File: config.mk
export PLATFORM = sky130hd
export DESIGN_NAME = bsc_front
export DESIGN_NICKNAME = d
export VERILOG_FILES = /design/src/rtl/bsc_pkg.sv /design/src/rtl/bsc_front.sv
export SDC_FILE = /design/constraint.sdc
export NUM_CORES = 1
export LEC_CHECK = 0
export BUFFER_PORTS_ARGS = -buffer_cell sky130_fd_sc_hd__buf_4
export CAP_MARGIN = 20
export CELL_PAD_IN_SITES_DETAIL_PLACEMENT = 0
export CELL_PAD_IN_SITES_GLOBAL_PLACEMENT = 1
export CORE_UTILIZATION = 40
export CTS_CLUSTER_SIZE = 8
export DETAILED_ROUTE_END_ITERATION = 8
export PLACE_DENSITY_LB_ADDON = 0.1
export SLEW_MARGIN = 20
export SYNTH_ARGS = -nofsm -noshare
export SYNTH_HDL_FRONTEND = slang
export SYNTH_SLANG_ARGS = --single-unit
File: constraint.sdc
create_clock -name clk -period 6.97 [get_ports clk]
set_input_delay 0.697 -clock clk [delete_from_list [all_inputs] [get_ports clk]]
set_output_delay 0.697 -clock clk [all_outputs]
set_load 0.02 [all_outputs]
File: src/rtl/bsc_pkg.sv
// shared types and constants of the stump cascade evaluator
package bsc_pkg;
  localparam int Features = 256;
  localparam int Stumps   = 256;
  localparam int Stages   = 16;
  localparam int FiW = $clog2(Features);
  localparam int SkW = $clog2(Stumps);
  localparam int SgW = $clog2(Stages);

  typedef enum logic [1:0] {
    ACT_LOAD_FEATURE = 2'd0,
    ACT_LOAD_STUMP   = 2'd1,
    ACT_LOAD_STAGE   = 2'd2,
    ACT_EVALUATE     = 2'd3
  } action_t;

  localparam logic [1:0] REG_BOOST_MODE = 2'd0;
  localparam logic [1:0] REG_STAGES     = 2'd1;

  // one queued transaction between front and back
  typedef struct packed {
    action_t     action;
    logic [7:0]  entry_index;
    logic [15:0] feature_value;
    logic [7:0]  stump_feature;
    logic        stump_dir_negative;
    logic [15:0] stump_thresh;
    logic [15:0] stump_weight;
    logic [15:0] stump_pos_out;
    logic [15:0] stump_neg_out;
    logic [7:0]  stage_size;
    logic [15:0] stage_thresh;
  } cmd_t;

  // saturating 32 bit add
  function automatic logic signed [31:0] sat_add(logic signed [31:0] a,
                                                logic signed [16:0] b);
    logic signed [32:0] s;
    s = 33'(a) + 33'(b);
    if (s > 33'sd2147483647) return 32'sh7fffffff;
    if (s < -33'sd2147483648) return 32'sh80000000;
    return s[31:0];
  endfunction
endpackage

File: src/rtl/bsc_front.sv
// front end: a two-entry command queue
module bsc_front (
  input  logic            clk,
  input  logic            rst,
  input  logic            in_valid,
  output logic            in_stall,
  input  bsc_pkg::cmd_t   in_cmd,
  output logic            q_valid,
  input  logic            q_take,
  output bsc_pkg::cmd_t   q_cmd
);
  bsc_pkg::cmd_t mem [2];
  logic          wp, rp;
  logic [1:0]    cnt;

  assign in_stall = cnt[1];
  assign q_valid  = cnt != 2'd0;
  assign q_cmd    = mem[rp];

  // queue pointers and count
  always_ff @(posedge clk) begin
    if (rst) begin
      wp <= 1'b0;
      rp <= 1'b0;
      cnt <= 2'd0;
    end else begin
      if (in_valid && !in_stall) wp <= ~wp;
      if (q_take) rp <= ~rp;
      cnt <= cnt + 2'(in_valid && !in_stall) - 2'(q_take);
    end
  end

  // queue storage
  always_ff @(posedge clk) begin
    if (in_valid && !in_stall) mem[wp] <= in_cmd;
  end
endmodule

# ---- Word-level counts from Yosys, hierarchy flattened
# Memories as Yosys holds them, arrays and structs flattened. A register that Yosys moved wholly into a read port is not among the register bits.
# Cells that the tools add are included.
dict set report word_totals {
  memories 1
  ram_bits 246
  input_bits 127
  ff_bits 4
  output_inout_bits 125
}
# memory words width read_ports rd_clocked_by_memory_dff write_ports line_no
set memory_table {}
lappend memory_table {mem 2 123 1 1 1 bsc_front.sv:12} ;# bsc_pkg::cmd_t mem [2];
dict set report classes {
  reduce_logical 3
  n_mux 4
  n_bitwise 2
  addsub 2
}
# op n
set op_table {}
lappend op_table {{$mux W1} 4}
lappend op_table {{$add A2 B1 Y2} 1}
lappend op_table {{$not A1 Y1} 2}
lappend op_table {{$reduce_bool A2 Y1} 1}
lappend op_table {{$sub A2 B1 Y2} 1}
lappend op_table {{$logic_and A1 B1 Y1} 1}
lappend op_table {{$logic_not A1 Y1} 1}

# ---- Depth between registers and ports, before layout
# Gate-level depths: netlist (run 1).
dict set report depth {
  ltp_word 4
  ltp_mapped 5
  ltp_nobuf 5
}

# ---- Least setup slack after synthesis (run 1)
# Ideal clock, no wire load.
dict set report synth_path {
  kind {input to register}
  from {input in_valid}
  to {memory mem[0][0] (netlist bit) (enable)}
  required_ns 6.363
  t_arrival_ns 5.942
  setup_slack_ns 0.421
  stages 2
  path_cell_list {nand2b_1 -> nor2_1}
}
dict set report synth_via {
  elab_chain_len 3
}
# item line_no
set synth_rtl {}
lappend synth_rtl {{from (decl)} bsc_front.sv:5} ;# input logic in_valid,
lappend synth_rtl {{$logic_and A1 B1 Y1} bsc_front.sv:35} ;# if (in_valid && !in_stall) mem[wp] <= in_cmd;
lappend synth_rtl {{$mux W1} bsc_front.sv:35}
lappend synth_rtl {{$mux W1 (implied by the code)} bsc_front.sv:35}
lappend synth_rtl {{to (decl)} bsc_front.sv:12}
# Every way passes these cells.

==> results of run 1 <==
[area by class of cell]
| type | instances | area (µm²) |
|---|---|---|
| clock inverter | 3 | 47.55 |
| inverter | 1 | 3.754 |
| multi-input combinational | 140 | 1770 |
| fill | 1852 | 10260 |
| tap | 313 | 391.6 |
| timing repair buffer | 254 | 1932 |
| clock buffer | 43 | 948.4 |
| sequential | 251 | 7491 |
[worst paths after layout]
check,depth (start not counted),from,end,slack (ns)
worst max-delay path,3,flip-flop,q_cmd[1],3.18
worst min-delay path,1,in_cmd[39],mem[1][39],0.38
worst max register to register,3,cnt[1],mem[1][59],4.49
worst min register to register,2,rp,flip-flop,0.53
[routing by layer]
metal	global-route usage, %	share of wire [%]	vias up
met4	5.328	1.4	0
met1	17.11	40	2302
met2	23.42	49	187
li1	-	-	2159
met5	0	0	-
met3	6.407	9.8	22
[state kept, by name (all words and copies together) (netlist names), named ones only]
signal  cells
wp          1
cnt         2
mem       246
rp          1
[layout by cell type, fill, tap and decap left out, types with 2 or more instances in the layout]
cell / n
mux2_2: 53
buf_12: 2
clkbuf_16: 37
xnor2_1: 3
inv_6: 2
dfxtp_1: 4
nor2_1: 3
buf_4: 252
nor3_1: 2
nor2_4: 2
clkbuf_1: 6
nor2b_1: 2
mux2_4: 70
edfxtp_1: 246
[power breakdown]
group / internal [mW] / switching [mW] / total, mW
combinational: 0.294 / 0.305 / 0.599
clock: 0.980 / 0.565 / 1.55
sequential: 1.81 / 0.0434 / 1.85
[per-stage QoR]
step                utilization [%]  cell area (µm²)  hold WS [ns]  cells
finish                        55.08            12580        0.3828   1005
global route                  55.08            12580        0.3577   1005
CTS                           55.08            12580        0.3564   1005
detailed placement            50.72            11590        0.5162    959
global placement              50.72            11590        0.4938    959
floorplan                         -             9376        0.4799    406
[critical path: stages (launching register included)]
cell     delay, ns
dfxtp_4       1.02
buf_4         0.94
mux2_2        0.42
buf_4         0.16
[logic make-up (layout without fill, tap and decap cells)]
group                    after synthesis  after routing  synth area share (%)
XOR/XNOR                               3              3                0.2803
buffers and inverters                 15            301                 1.428
adder cells (fa/ha/maj)                1              1                0.1334
multiplexers                         123            123                 17.57
AND/OR/NAND/NOR                       12             12                0.6540
flip-flops                           251            251                 79.85
AO/OA/AOI/OAI                          1              1               0.08009
==> metrics.md, run 1 <==
| Metric | Value |
|---|---|
| Final WL | 17840 µm |
| Clock Skews | 0.01335 ns |
| RSZ-0062 raised after global routing | false |
| # hold bufs at CTS | 0 |
| CTS resizes | 0 |
| Synth Register Bits | 251 |
| Row count | 55 |
| Final Hold Fails | 0 |
| Final Cycle Share | 54.41% |
| Fmax | 263.7 MHz |
| Netlist Area Pre-Place | 9376 µm² |
| Total power | 3.997 mW |
| H-tree depth | 2 |
| Synthesis-to-finish area growth | 34.21% |
| Worst slack, placed | 3.611 ns |
| Worst rel slew slack | 29.50% |
| Worst-path clk slew | 0.05 ns |
| CTS buffer count | 37 |
| Syn Nets | 534 |
| First-pass GRT wire length | 26160 µm |
| Setup crit end kind | output port |
| Layout cells sized above 1 | 60.84% |
| CTS tree | yes |
| Ys Warns | 0 |
| GRT Total Usage | 14.50% |
| Synth cell count leaders | 246 x edfxtp_1, 70 x mux2_4, 53 x mux2_2 |
| Max_cap viols | 0 |
| ANT nets after route | 0 |
| FFs w/ async S/R, synth | 0% |
| Die footprint | 24060 µm² |
| Synthesized instance count | 406 |
| Initial antenna violation count | 0 |
| Clock latency on the worst-skew pair | 0.49 ns |
| Status | finished clean |
| Cell taking the most area after synthesis | edfxtp_1 |
| DRT iter0 DRCs | 255 |
| Total Nets Final | 813 |
| Post-synth top flop | edfxtp_1 |
| Min-Delay Path Class | in -> reg |
| Count of pins over their slew limit | 0 |
| Post-route minimum period | 3.792 ns |
| Final setup margin | 3.178 ns |
| EDFF count, synth | 246 |
| Required @ worst endpoint | 6.27 ns |
| Pin count of the biggest net entering global routing | 98 |
| Pleak | 4.817 nW |
| # clock sinks | 251 |
| # IOs | 252 |
| CTS Buffer Depth | 3 |
| Mean Syn Cell Area | 23.09 µm² |
| CTS root buf | clkbuf_16 |
| # diodes | 0 |
| Core area | 22850 µm² |
| Final HPWL DP | 11250 µm |
| Synth area leaders | edfxtp_1 79%, mux2_4 11%, mux2_2 6.4%, dfxtp_1 1.1%, buf_6 0.96% |
| Post-CTS setup buffers | 0 |
| Avg WL per Cell | 17.75 µm |
| Dominant cell by count in the synthesized netlist | edfxtp_1 |
| Worst vdd ir | 0.2217 mV |
| DR pass1 iterations | 4 |
| Setup Viol. Count Final | 0 |
| Synth top area share | 78.78% |
| Die Ht | 155.1 µm |
| Max FO, Critical Path | 69 |
| Cell Pwr Density | 317.6 nW/µm² |
| Via Count | 4670 |
| Setup TNS | 0 ns |
| Via density | 4.647 |
| Worst Tran Pin Value | 1.055 ns |
| RD Place Congestion | 0.6929 |
| Residual DRC | 0 |
| Distinct cells, synth | 17 |
| Die width | 155.1 µm |
| Buffers on Ports | 251 |
| Number of global-route vias before repair | 4914 |
| Register area share after synthesis | 79.85% |
| Starting density of the core | 41.04% |
| Setup crit start kind | flip-flop |
| Remaining global-route overflow | 0 |
| CP Class | reg -> out |
| Arrival @ worst endpoint | 3.10 ns |
No activity file was read; power rests on OpenSTA's default activity.
==> run 2, diff against run 1 <==
--- a/config.mk
+++ b/config.mk
@@ -9,7 +9,7 @@
 export CAP_MARGIN = 20
 export CELL_PAD_IN_SITES_DETAIL_PLACEMENT = 0
 export CELL_PAD_IN_SITES_GLOBAL_PLACEMENT = 1
-export CORE_UTILIZATION = 40
+export CORE_UTILIZATION = 44
 export CTS_CLUSTER_SIZE = 8
 export DETAILED_ROUTE_END_ITERATION = 8
 export PLACE_DENSITY_LB_ADDON = 0.1
==> constraint.sdc (replaced) <==
create_clock -name clk -period 3.87 [get_ports clk]
set_input_delay 0.387 -clock clk [delete_from_list [all_inputs] [get_ports clk]]
set_output_delay 0.387 -clock clk [all_outputs]
set_load 0.02 [all_outputs]
==> run 2 against run 1 <==
  * Clock skew is 0.0036 ns higher
  * Sequential share of layout area about the same
  * Wire length up 0.87%
==> metrics.md, run 2 (synthesis gave the netlist of run 1 again) <==
| Metric | Value |
|---|---|
| Status | finished clean (unchanged) |
| Setup Viol. Count Final | 0 (unchanged) |
| Hold Startpoint | in_cmd[100] (was in_cmd[39]) |
| Pin count of the biggest net entering global routing | 71 (was 98) |
| CTS buffer count | 37 (unchanged) |
| Total Nets Final | 816 (was 813) |
| Worst slack, placed | 1.703 ns (was 3.611 ns) |
| CP Class | reg -> out (unchanged) |
| RSZ-0062 raised after global routing | false (unchanged) |
| CTS resizes | 0 (unchanged) |
| Clock Power Share | 38.6% (was 38.7%) |
| DR pass1 iterations | 6 (was 4) |
| ANT nets after route | 0 (unchanged) |
| Avg WL per Cell | 18.30 µm (was 17.75 µm) |
| Final setup margin | 1.184 ns (was 3.178 ns) |
| Die Ht | 148.0 µm (was 155.1 µm) |
| Max_cap viols | 0 (unchanged) |
| Setup crit end kind | output port (unchanged) |
| Remaining global-route overflow | 0 (unchanged) |
| Via density | 4.777 (was 4.647) |
| CTS root buf | clkbuf_16 (unchanged) |
| Residual DRC | 0 (unchanged) |
| Required @ worst endpoint | 3.48 ns (was 6.27 ns) |
| First-pass GRT wire length | 26810 µm (was 26160 µm) |
| CTS Buffer Depth | 3 (unchanged) |
| Pleak | 4.826 nW (was 4.817 nW) |
| CTS tree | yes (unchanged) |
| Final Cycle Share | 69.42% |
| Final HPWL DP | 11520 µm (was 11250 µm) |
| # hold bufs at CTS | 0 (unchanged) |
| CP peak stage delay | 0.74 ns (was 1.02 ns) |
| Logic gate share of total power | 15.1% (was 15.0%) |
| Synthesis-to-finish area growth | 34.11% (was 34.21%) |
| Number of global-route vias before repair | 4894 (was 4914) |
| Largest register by flop count | mem (unchanged) |
| Core area | 20960 µm² (was 22850 µm²) |
| Worst path cell trace | buf_12 -> mux2_2 -> buf_4 (was buf_4 -> mux2_2 -> buf_4) |
| Buffers on Ports | 251 (unchanged) |
| Count of pins over their slew limit | 0 (unchanged) |
| Clock latency on the worst-skew pair | 0.49 ns (about the same) |
| Cell Pwr Density | 572.4 nW/µm² (was 317.6 nW/µm²) |
| Post-route minimum period | 2.686 ns |
| DRT iter0 DRCs | 277 (was 255) |
| # clock sinks | 251 (unchanged) |
| Final WL | 17990 µm (was 17840 µm) |
| Layout cells sized above 1 | 59.69% (was 60.84%) |
| Worst-path clk slew | 0.05 ns (about the same) |
| Fill cells | 1613 (was 1852) |
| Total power | 7.197 mW (was 3.997 mW) |
| Die footprint | 21900 µm² (was 24060 µm²) |
| Most frequent cells in the layout | 255 x buf_4, 246 x edfxtp_1, 70 x mux2_4, 53 x mux2_2, 37 x clkbuf_16 (was 252 x buf_4, 246 x edfxtp_1, 70 x mux2_4, 53 x mux2_2, 37 x clkbuf_16) |
| Sw Share | 23.09% (was 22.86%) |
| Row count | 53 (was 55) |
| RD Place Congestion | 0.7424 (was 0.6929) |
| Commonest non-fill, non-tap cell in the layout | buf_4 (unchanged) |
| Multi-input gate area | 1770 µm² (unchanged) |
| Register Area | 7491 µm² (unchanged) |
| H-tree depth | 2 (unchanged) |
| GRT Total Usage | 16.21% (was 14.50%) |
| Worst Tran Pin Value | 0.9787 ns (was 1.055 ns) |
| Reg2reg start | cnt[1] (unchanged) |
| Final Hold Fails | 0 (unchanged) |
| Via Count | 4696 (was 4670) |
| Crit path max-delay cell type | dfxtp_4 (unchanged) |
| Seq pwr share | 46.3% (about the same) |
| Arrival @ worst endpoint | 2.30 ns (was 3.10 ns) |
| Biggest regs | mem: 246 flops, cnt: 2 flops (unchanged) |
| # IOs | 252 (unchanged) |
| NetSw | 1.662 mW (was 0.9137 mW) |
| Worst vdd ir | 0.3684 mV (was 0.2217 mV) |
| Number of flip-flops in the largest register | 246 (unchanged) |
| Die width | 148.0 µm (was 155.1 µm) |
| Internal | 5.535 mW (was 3.083 mW) |
| Fmax | 372.2 MHz |
| Setup crit start kind | flip-flop (unchanged) |
| Min-Delay Path Class | in -> reg (unchanged) |
| Post-CTS setup buffers | 0 (unchanged) |
| Starting density of the core | 44.75% (was 41.04%) |
| Initial antenna violation count | 1 (was 0) |
| Max FO, Critical Path | 59 (was 69) |
| Clock Skews | 0.01691 ns (was 0.01335 ns) |
| Worst rel slew slack | 34.75% (was 29.50%) |
## run 2: cell types whose count changed in the layout (fill, tap and decap cells not counted), sizes merged
| cell | delta |
|---|---|
| clkinvlp | +1 |
| diode | +1 |
| bufinv | -1 |
| inv | -2 |
| buf | +3 |
| clkbuf | +14 |
## run 2: power by group through the flow
stage,Combinational (mW),Sequential [mW],Clock (mW)
floorplan,0.661,3.37,0
global placement,1.08,3.38,0
detailed placement,1.10,3.38,0
CTS,1.10,3.33,2.86
global route,1.15,3.35,2.98
finish,1.09,3.33,2.78
## run 2: layout make-up
cell class / instances / share of cell area, %
Clock buffer: 57 / 7.960
Multi-Input combinational cell: 140 / 14.08
Tap cell: 275 / 2.736
Inverter: 1 / 0.02985
Antenna cell: 1 / 0.01990
Sequential cell: 251 / 59.57
Timing Repair Buffer: 257 / 15.54
Clock inverter: 1 / 0.05970
## run 2: final timing paths
path / end / slack (ns) / cells after the start
max: q_cmd[3] / 1.18 / 3
min: mem[1][100] / 0.08 / 1
max reg2reg: mem[1][55] / 1.92 / 3
min reg2reg: rp / 0.51 / 2
## run 2: metrics by stage
| stage | TNS [ns] | area [µm²] | util [%] | cells | hold WS (ns) |
|---|---|---|---|---|---|
| floorplan | -104.49 | 9382 | - | 406 | 0.4586 |
| global placement | 0 | 11560 | 55.18 | 924 | 0.4961 |
| detailed placement | 0 | 11560 | 55.18 | 924 | 0.5035 |
| CTS | 0 | 12570 | 60.00 | 982 | 0.05852 |
| global route | 0 | 12570 | 60.00 | 982 | 0.06457 |
| finish | 0 | 12570 | 60.01 | 983 | 0.08337 |
## run 2: worst max-delay path, delay by kind of cell (launching register included)
| family | cells | cell delay [ns] |
|---|---|---|
| mux | 1 | 0.40 |
| flops | 1 | 0.74 |
| buf+inv | 2 | 0.55 |
## run 2: layer usage
layer / global-route usage [%] / up-vias / part of all wire [%]
met3: 4.753 / 32 / 7.1
li1: - / 2176 / -
met5: 0 / - / 0
met1: 20.30 / 2303 / 42
met2: 26.22 / 185 / 49
met4: 7.010 / 0 / 2.3
==> run 3, diff against run 2 <==
--- a/config.mk
+++ b/config.mk
@@ -9,7 +9,7 @@
 export CAP_MARGIN = 20
 export CELL_PAD_IN_SITES_DETAIL_PLACEMENT = 0
 export CELL_PAD_IN_SITES_GLOBAL_PLACEMENT = 1
-export CORE_UTILIZATION = 44
+export CORE_UTILIZATION = 40
 export CTS_CLUSTER_SIZE = 8
 export DETAILED_ROUTE_END_ITERATION = 8
 export PLACE_DENSITY_LB_ADDON = 0.1
==> constraint.sdc (replaced) <==
create_clock -name clk -period 2.4 [get_ports clk]
set_input_delay 0.24 -clock clk [delete_from_list [all_inputs] [get_ports clk]]
set_output_delay 0.24 -clock clk [all_outputs]
set_load 0.02 [all_outputs]
==> run 3 against run 2 <==
  * Wire length up 6.2%
  * Register-to-register slack lost 1.1 ns
  * Total power increased by 65%
  * Clock power up 65%
  * Global-route usage is 0.31 points lower
  * Clock skew grew 0.0020 ns
  * Critical path depth unchanged
  * Cell count is 16% higher
  * Flip-flop and latch count stayed put
  * Count of clock-buffer cells in the layout decreased by 6
  * Final area rose by 11%
  * Critical path type unchanged
==> metrics.md, run 3 (synthesis gave the netlist of run 1 again) <==
| Metric | Value |
|---|---|
| Logic gate share of total power | 16.5% (was 15.1%) |
| Worst Tran Pin Value | 0.6681 ns (was 0.9787 ns) |
| Residual DRC | 0 (unchanged) |
| Initial antenna violation count | 1 (unchanged) |
| Min-Delay Path Class | in -> reg (unchanged) |
| Die footprint | 24060 µm² (was 21900 µm²) |
| Die Ht | 155.1 µm (was 148.0 µm) |
| Biggest regs | mem: 246 flops, cnt: 2 flops (unchanged) |
| Final setup margin | 0.3307 ns (was 1.184 ns) |
| Worst rel slew slack | 55.46% (was 34.75%) |
| Hold-critical path depth | 3 (was 1) |
| Internal | 9.171 mW (was 5.535 mW) |
| RSZ-0062 raised after global routing | false (unchanged) |
| Hold Startpoint | q_take (was in_cmd[100]) |
| Total Nets Final | 942 (was 816) |
| Multi-input gate area | 1778 µm² (was 1770 µm²) |
| Final Core Density | 61.13% (was 60.01%) |
| Post-CTS setup buffers | 0 (unchanged) |
| Synthesis-to-finish area growth | 48.95% (was 34.11%) |
| Final hold slack | 0.05678 ns (was 0.08337 ns) |
| Via Count | 5077 (was 4696) |
| CTS root buf | clkbuf_16 (unchanged) |
| Clock Power Share | 38.5% (was 38.6%) |
| # clock sinks | 251 (unchanged) |
| ANT nets after route | 0 (unchanged) |
| Avg WL per Cell | 16.72 µm (was 18.30 µm) |
| Status | finished clean (unchanged) |
| Layout cells sized above 1 | 51.81% (was 59.69%) |
| NetSw | 2.740 mW (was 1.662 mW) |
| Via density | 4.446 (was 4.777) |
| Commonest non-fill, non-tap cell in the layout | buf_4 (unchanged) |
| Remaining global-route overflow | 0 (unchanged) |
| Fill cells | 1761 (was 1613) |
| CTS Buffer Depth | 3 (unchanged) |
| Reg2reg start | cnt[1] (unchanged) |
| RD Place Congestion | 0.7321 (was 0.7424) |
| CTS buffer count | 37 (unchanged) |
| Max FO, Critical Path | 26 (was 59) |
| H-tree depth | 2 (unchanged) |
| CP Class | reg -> out (unchanged) |
| Die width | 155.1 µm (was 148.0 µm) |
| Required @ worst endpoint | 2.16 ns (was 3.48 ns) |
| Hold EP | rp (was mem[1][100]) |
| Worst slack, placed | 0.7909 ns (was 1.703 ns) |
| DRT iter0 DRCs | 221 (was 277) |
| Starting density of the core | 41.04% (was 44.75%) |
| Cell Pwr Density | 852.9 nW/µm² (was 572.4 nW/µm²) |
| Pin count of the biggest net entering global routing | 79 (was 71) |
| Register Area | 7492 µm² (was 7491 µm²) |
| Reg2reg path depth | 3 (unchanged) |
| DR pass1 iterations | 4 (was 6) |
| Core area | 22850 µm² (was 20960 µm²) |
| Final HPWL DP | 11990 µm (was 11520 µm) |
| Sw Share | 23.00% (was 23.09%) |
| GRT Total Usage | 15.90% (was 16.21%) |
| Number of flip-flops in the largest register | 246 (unchanged) |
| Final Cycle Share | 86.22% |
| Post-route minimum period | 2.069 ns |
| Setup Viol. Count Final | 0 (unchanged) |
| Max_cap viols | 0 (unchanged) |
| Most frequent cells in the layout | 253 x buf_4, 246 x edfxtp_1, 124 x dlygate4sd3_1, 70 x mux2_4, 53 x mux2_2 (was 255 x buf_4, 246 x edfxtp_1, 70 x mux2_4, 53 x mux2_2, 37 x clkbuf_16) |
| Clock Skews | 0.01888 ns (was 0.01691 ns) |
| Worst-path clk slew | 0.05 ns (about the same) |
| # IOs | 252 (unchanged) |
| Pleak | 5.391 nW (was 4.826 nW) |
| Final Hold Fails | 0 (unchanged) |
| Setup crit end kind | output port (unchanged) |
| Count of pins over their slew limit | 0 (unchanged) |
| Number of global-route vias before repair | 5698 (was 4894) |
| Seq pwr share | 44.9% (was 46.3%) |
| Buffers on Ports | 251 (unchanged) |
| Arrival @ worst endpoint | 1.83 ns (was 2.30 ns) |
| Setup crit start kind | flip-flop (unchanged) |
| Worst vdd ir | 0.6438 mV (was 0.3684 mV) |
| R2R Setup Slk | 0.81 ns (was 1.92 ns) |
| CTS tree | yes (unchanged) |
| Worst R2R End | mem[1][41] (was mem[1][55]) |
| Row count | 55 (was 53) |
| Final WL | 19100 µm (was 17990 µm) |
| Design Area, Final | 13970 µm² (was 12570 µm²) |
| Fmax | 483.3 MHz |
| Total power | 11.91 mW (was 7.197 mW) |
| Largest register by flop count | mem (unchanged) |
| Dpl cell area | 11690 µm² (was 11560 µm²) |
| Clock latency on the worst-skew pair | 0.50 ns (was 0.49 ns) |
| First-pass GRT wire length | 29190 µm (was 26810 µm) |
-- run 3: per-layer routing --
metal	part of all wire [%]	GRT usage (%)	vias to the layer above	wire [µm]
met1	40	18.36	2443	7580
li1	-	-	2422	-
met3	9.1	6.128	27	1731
met4	1.5	4.668	0	280
met2	50	27.37	185	9506
met5	0	0	-	0
-- run 3: final cells by class --
class                      instances  share of cell area (%)
tap                              313                   2.804
clock buffer                      51                   7.311
timing repair buffer             383                   23.35
clock inverter                     2                  0.1165
multi-input combinational        140                   12.73
inverter                           1                 0.02688
sequential                       251                   53.65
antenna                            1                 0.01792
-- run 3: critical path: stages, from the launching register on --
cell and delay (ns):
dfxtp_4 0.52, buf_12 0.27, mux2_2 0.37, buf_4 0.16
-- run 3: timing repair --
item                                   in CTS  in global routing
endpoints found under the hold margin     251                  0
gates resized for setup                     0                  0
hold buffers                              124                  0
setup endpoints to repair                   0                  0
-- run 3: worst max path at each step --
stage,end,slack (ns),cells after the start
floorplan,mem[0][0],-0.39,2
global placement,mem[1][72],0.83,3
detailed placement,mem[1][72],0.79,3
CTS,q_cmd[122],0.30,3
global route,q_cmd[30],0.25,3
finish,q_cmd[30],0.33,3
-- run 3: per-stage QoR --
stage	setup TNS (ns)	std cells
after global routing	0	1141
final	0	1142
after floorplan	-94.37	406
after CTS	0	1141
after detailed placement	0	964
after global placement	0	964
-- run 3: power by group through the flow --
stage | sequential (mW) | clock (mW) | combinational, mW
2_1_floorplan | 5.41 | 0 | 1.07
3_3_place_gp | 5.42 | 0 | 1.81
4_1_cts | 5.36 | 4.71 | 2.00
6_report | 5.35 | 4.59 | 1.97
3_5_place_dp | 5.44 | 0 | 1.83
5_1_grt | 5.38 | 4.90 | 2.09
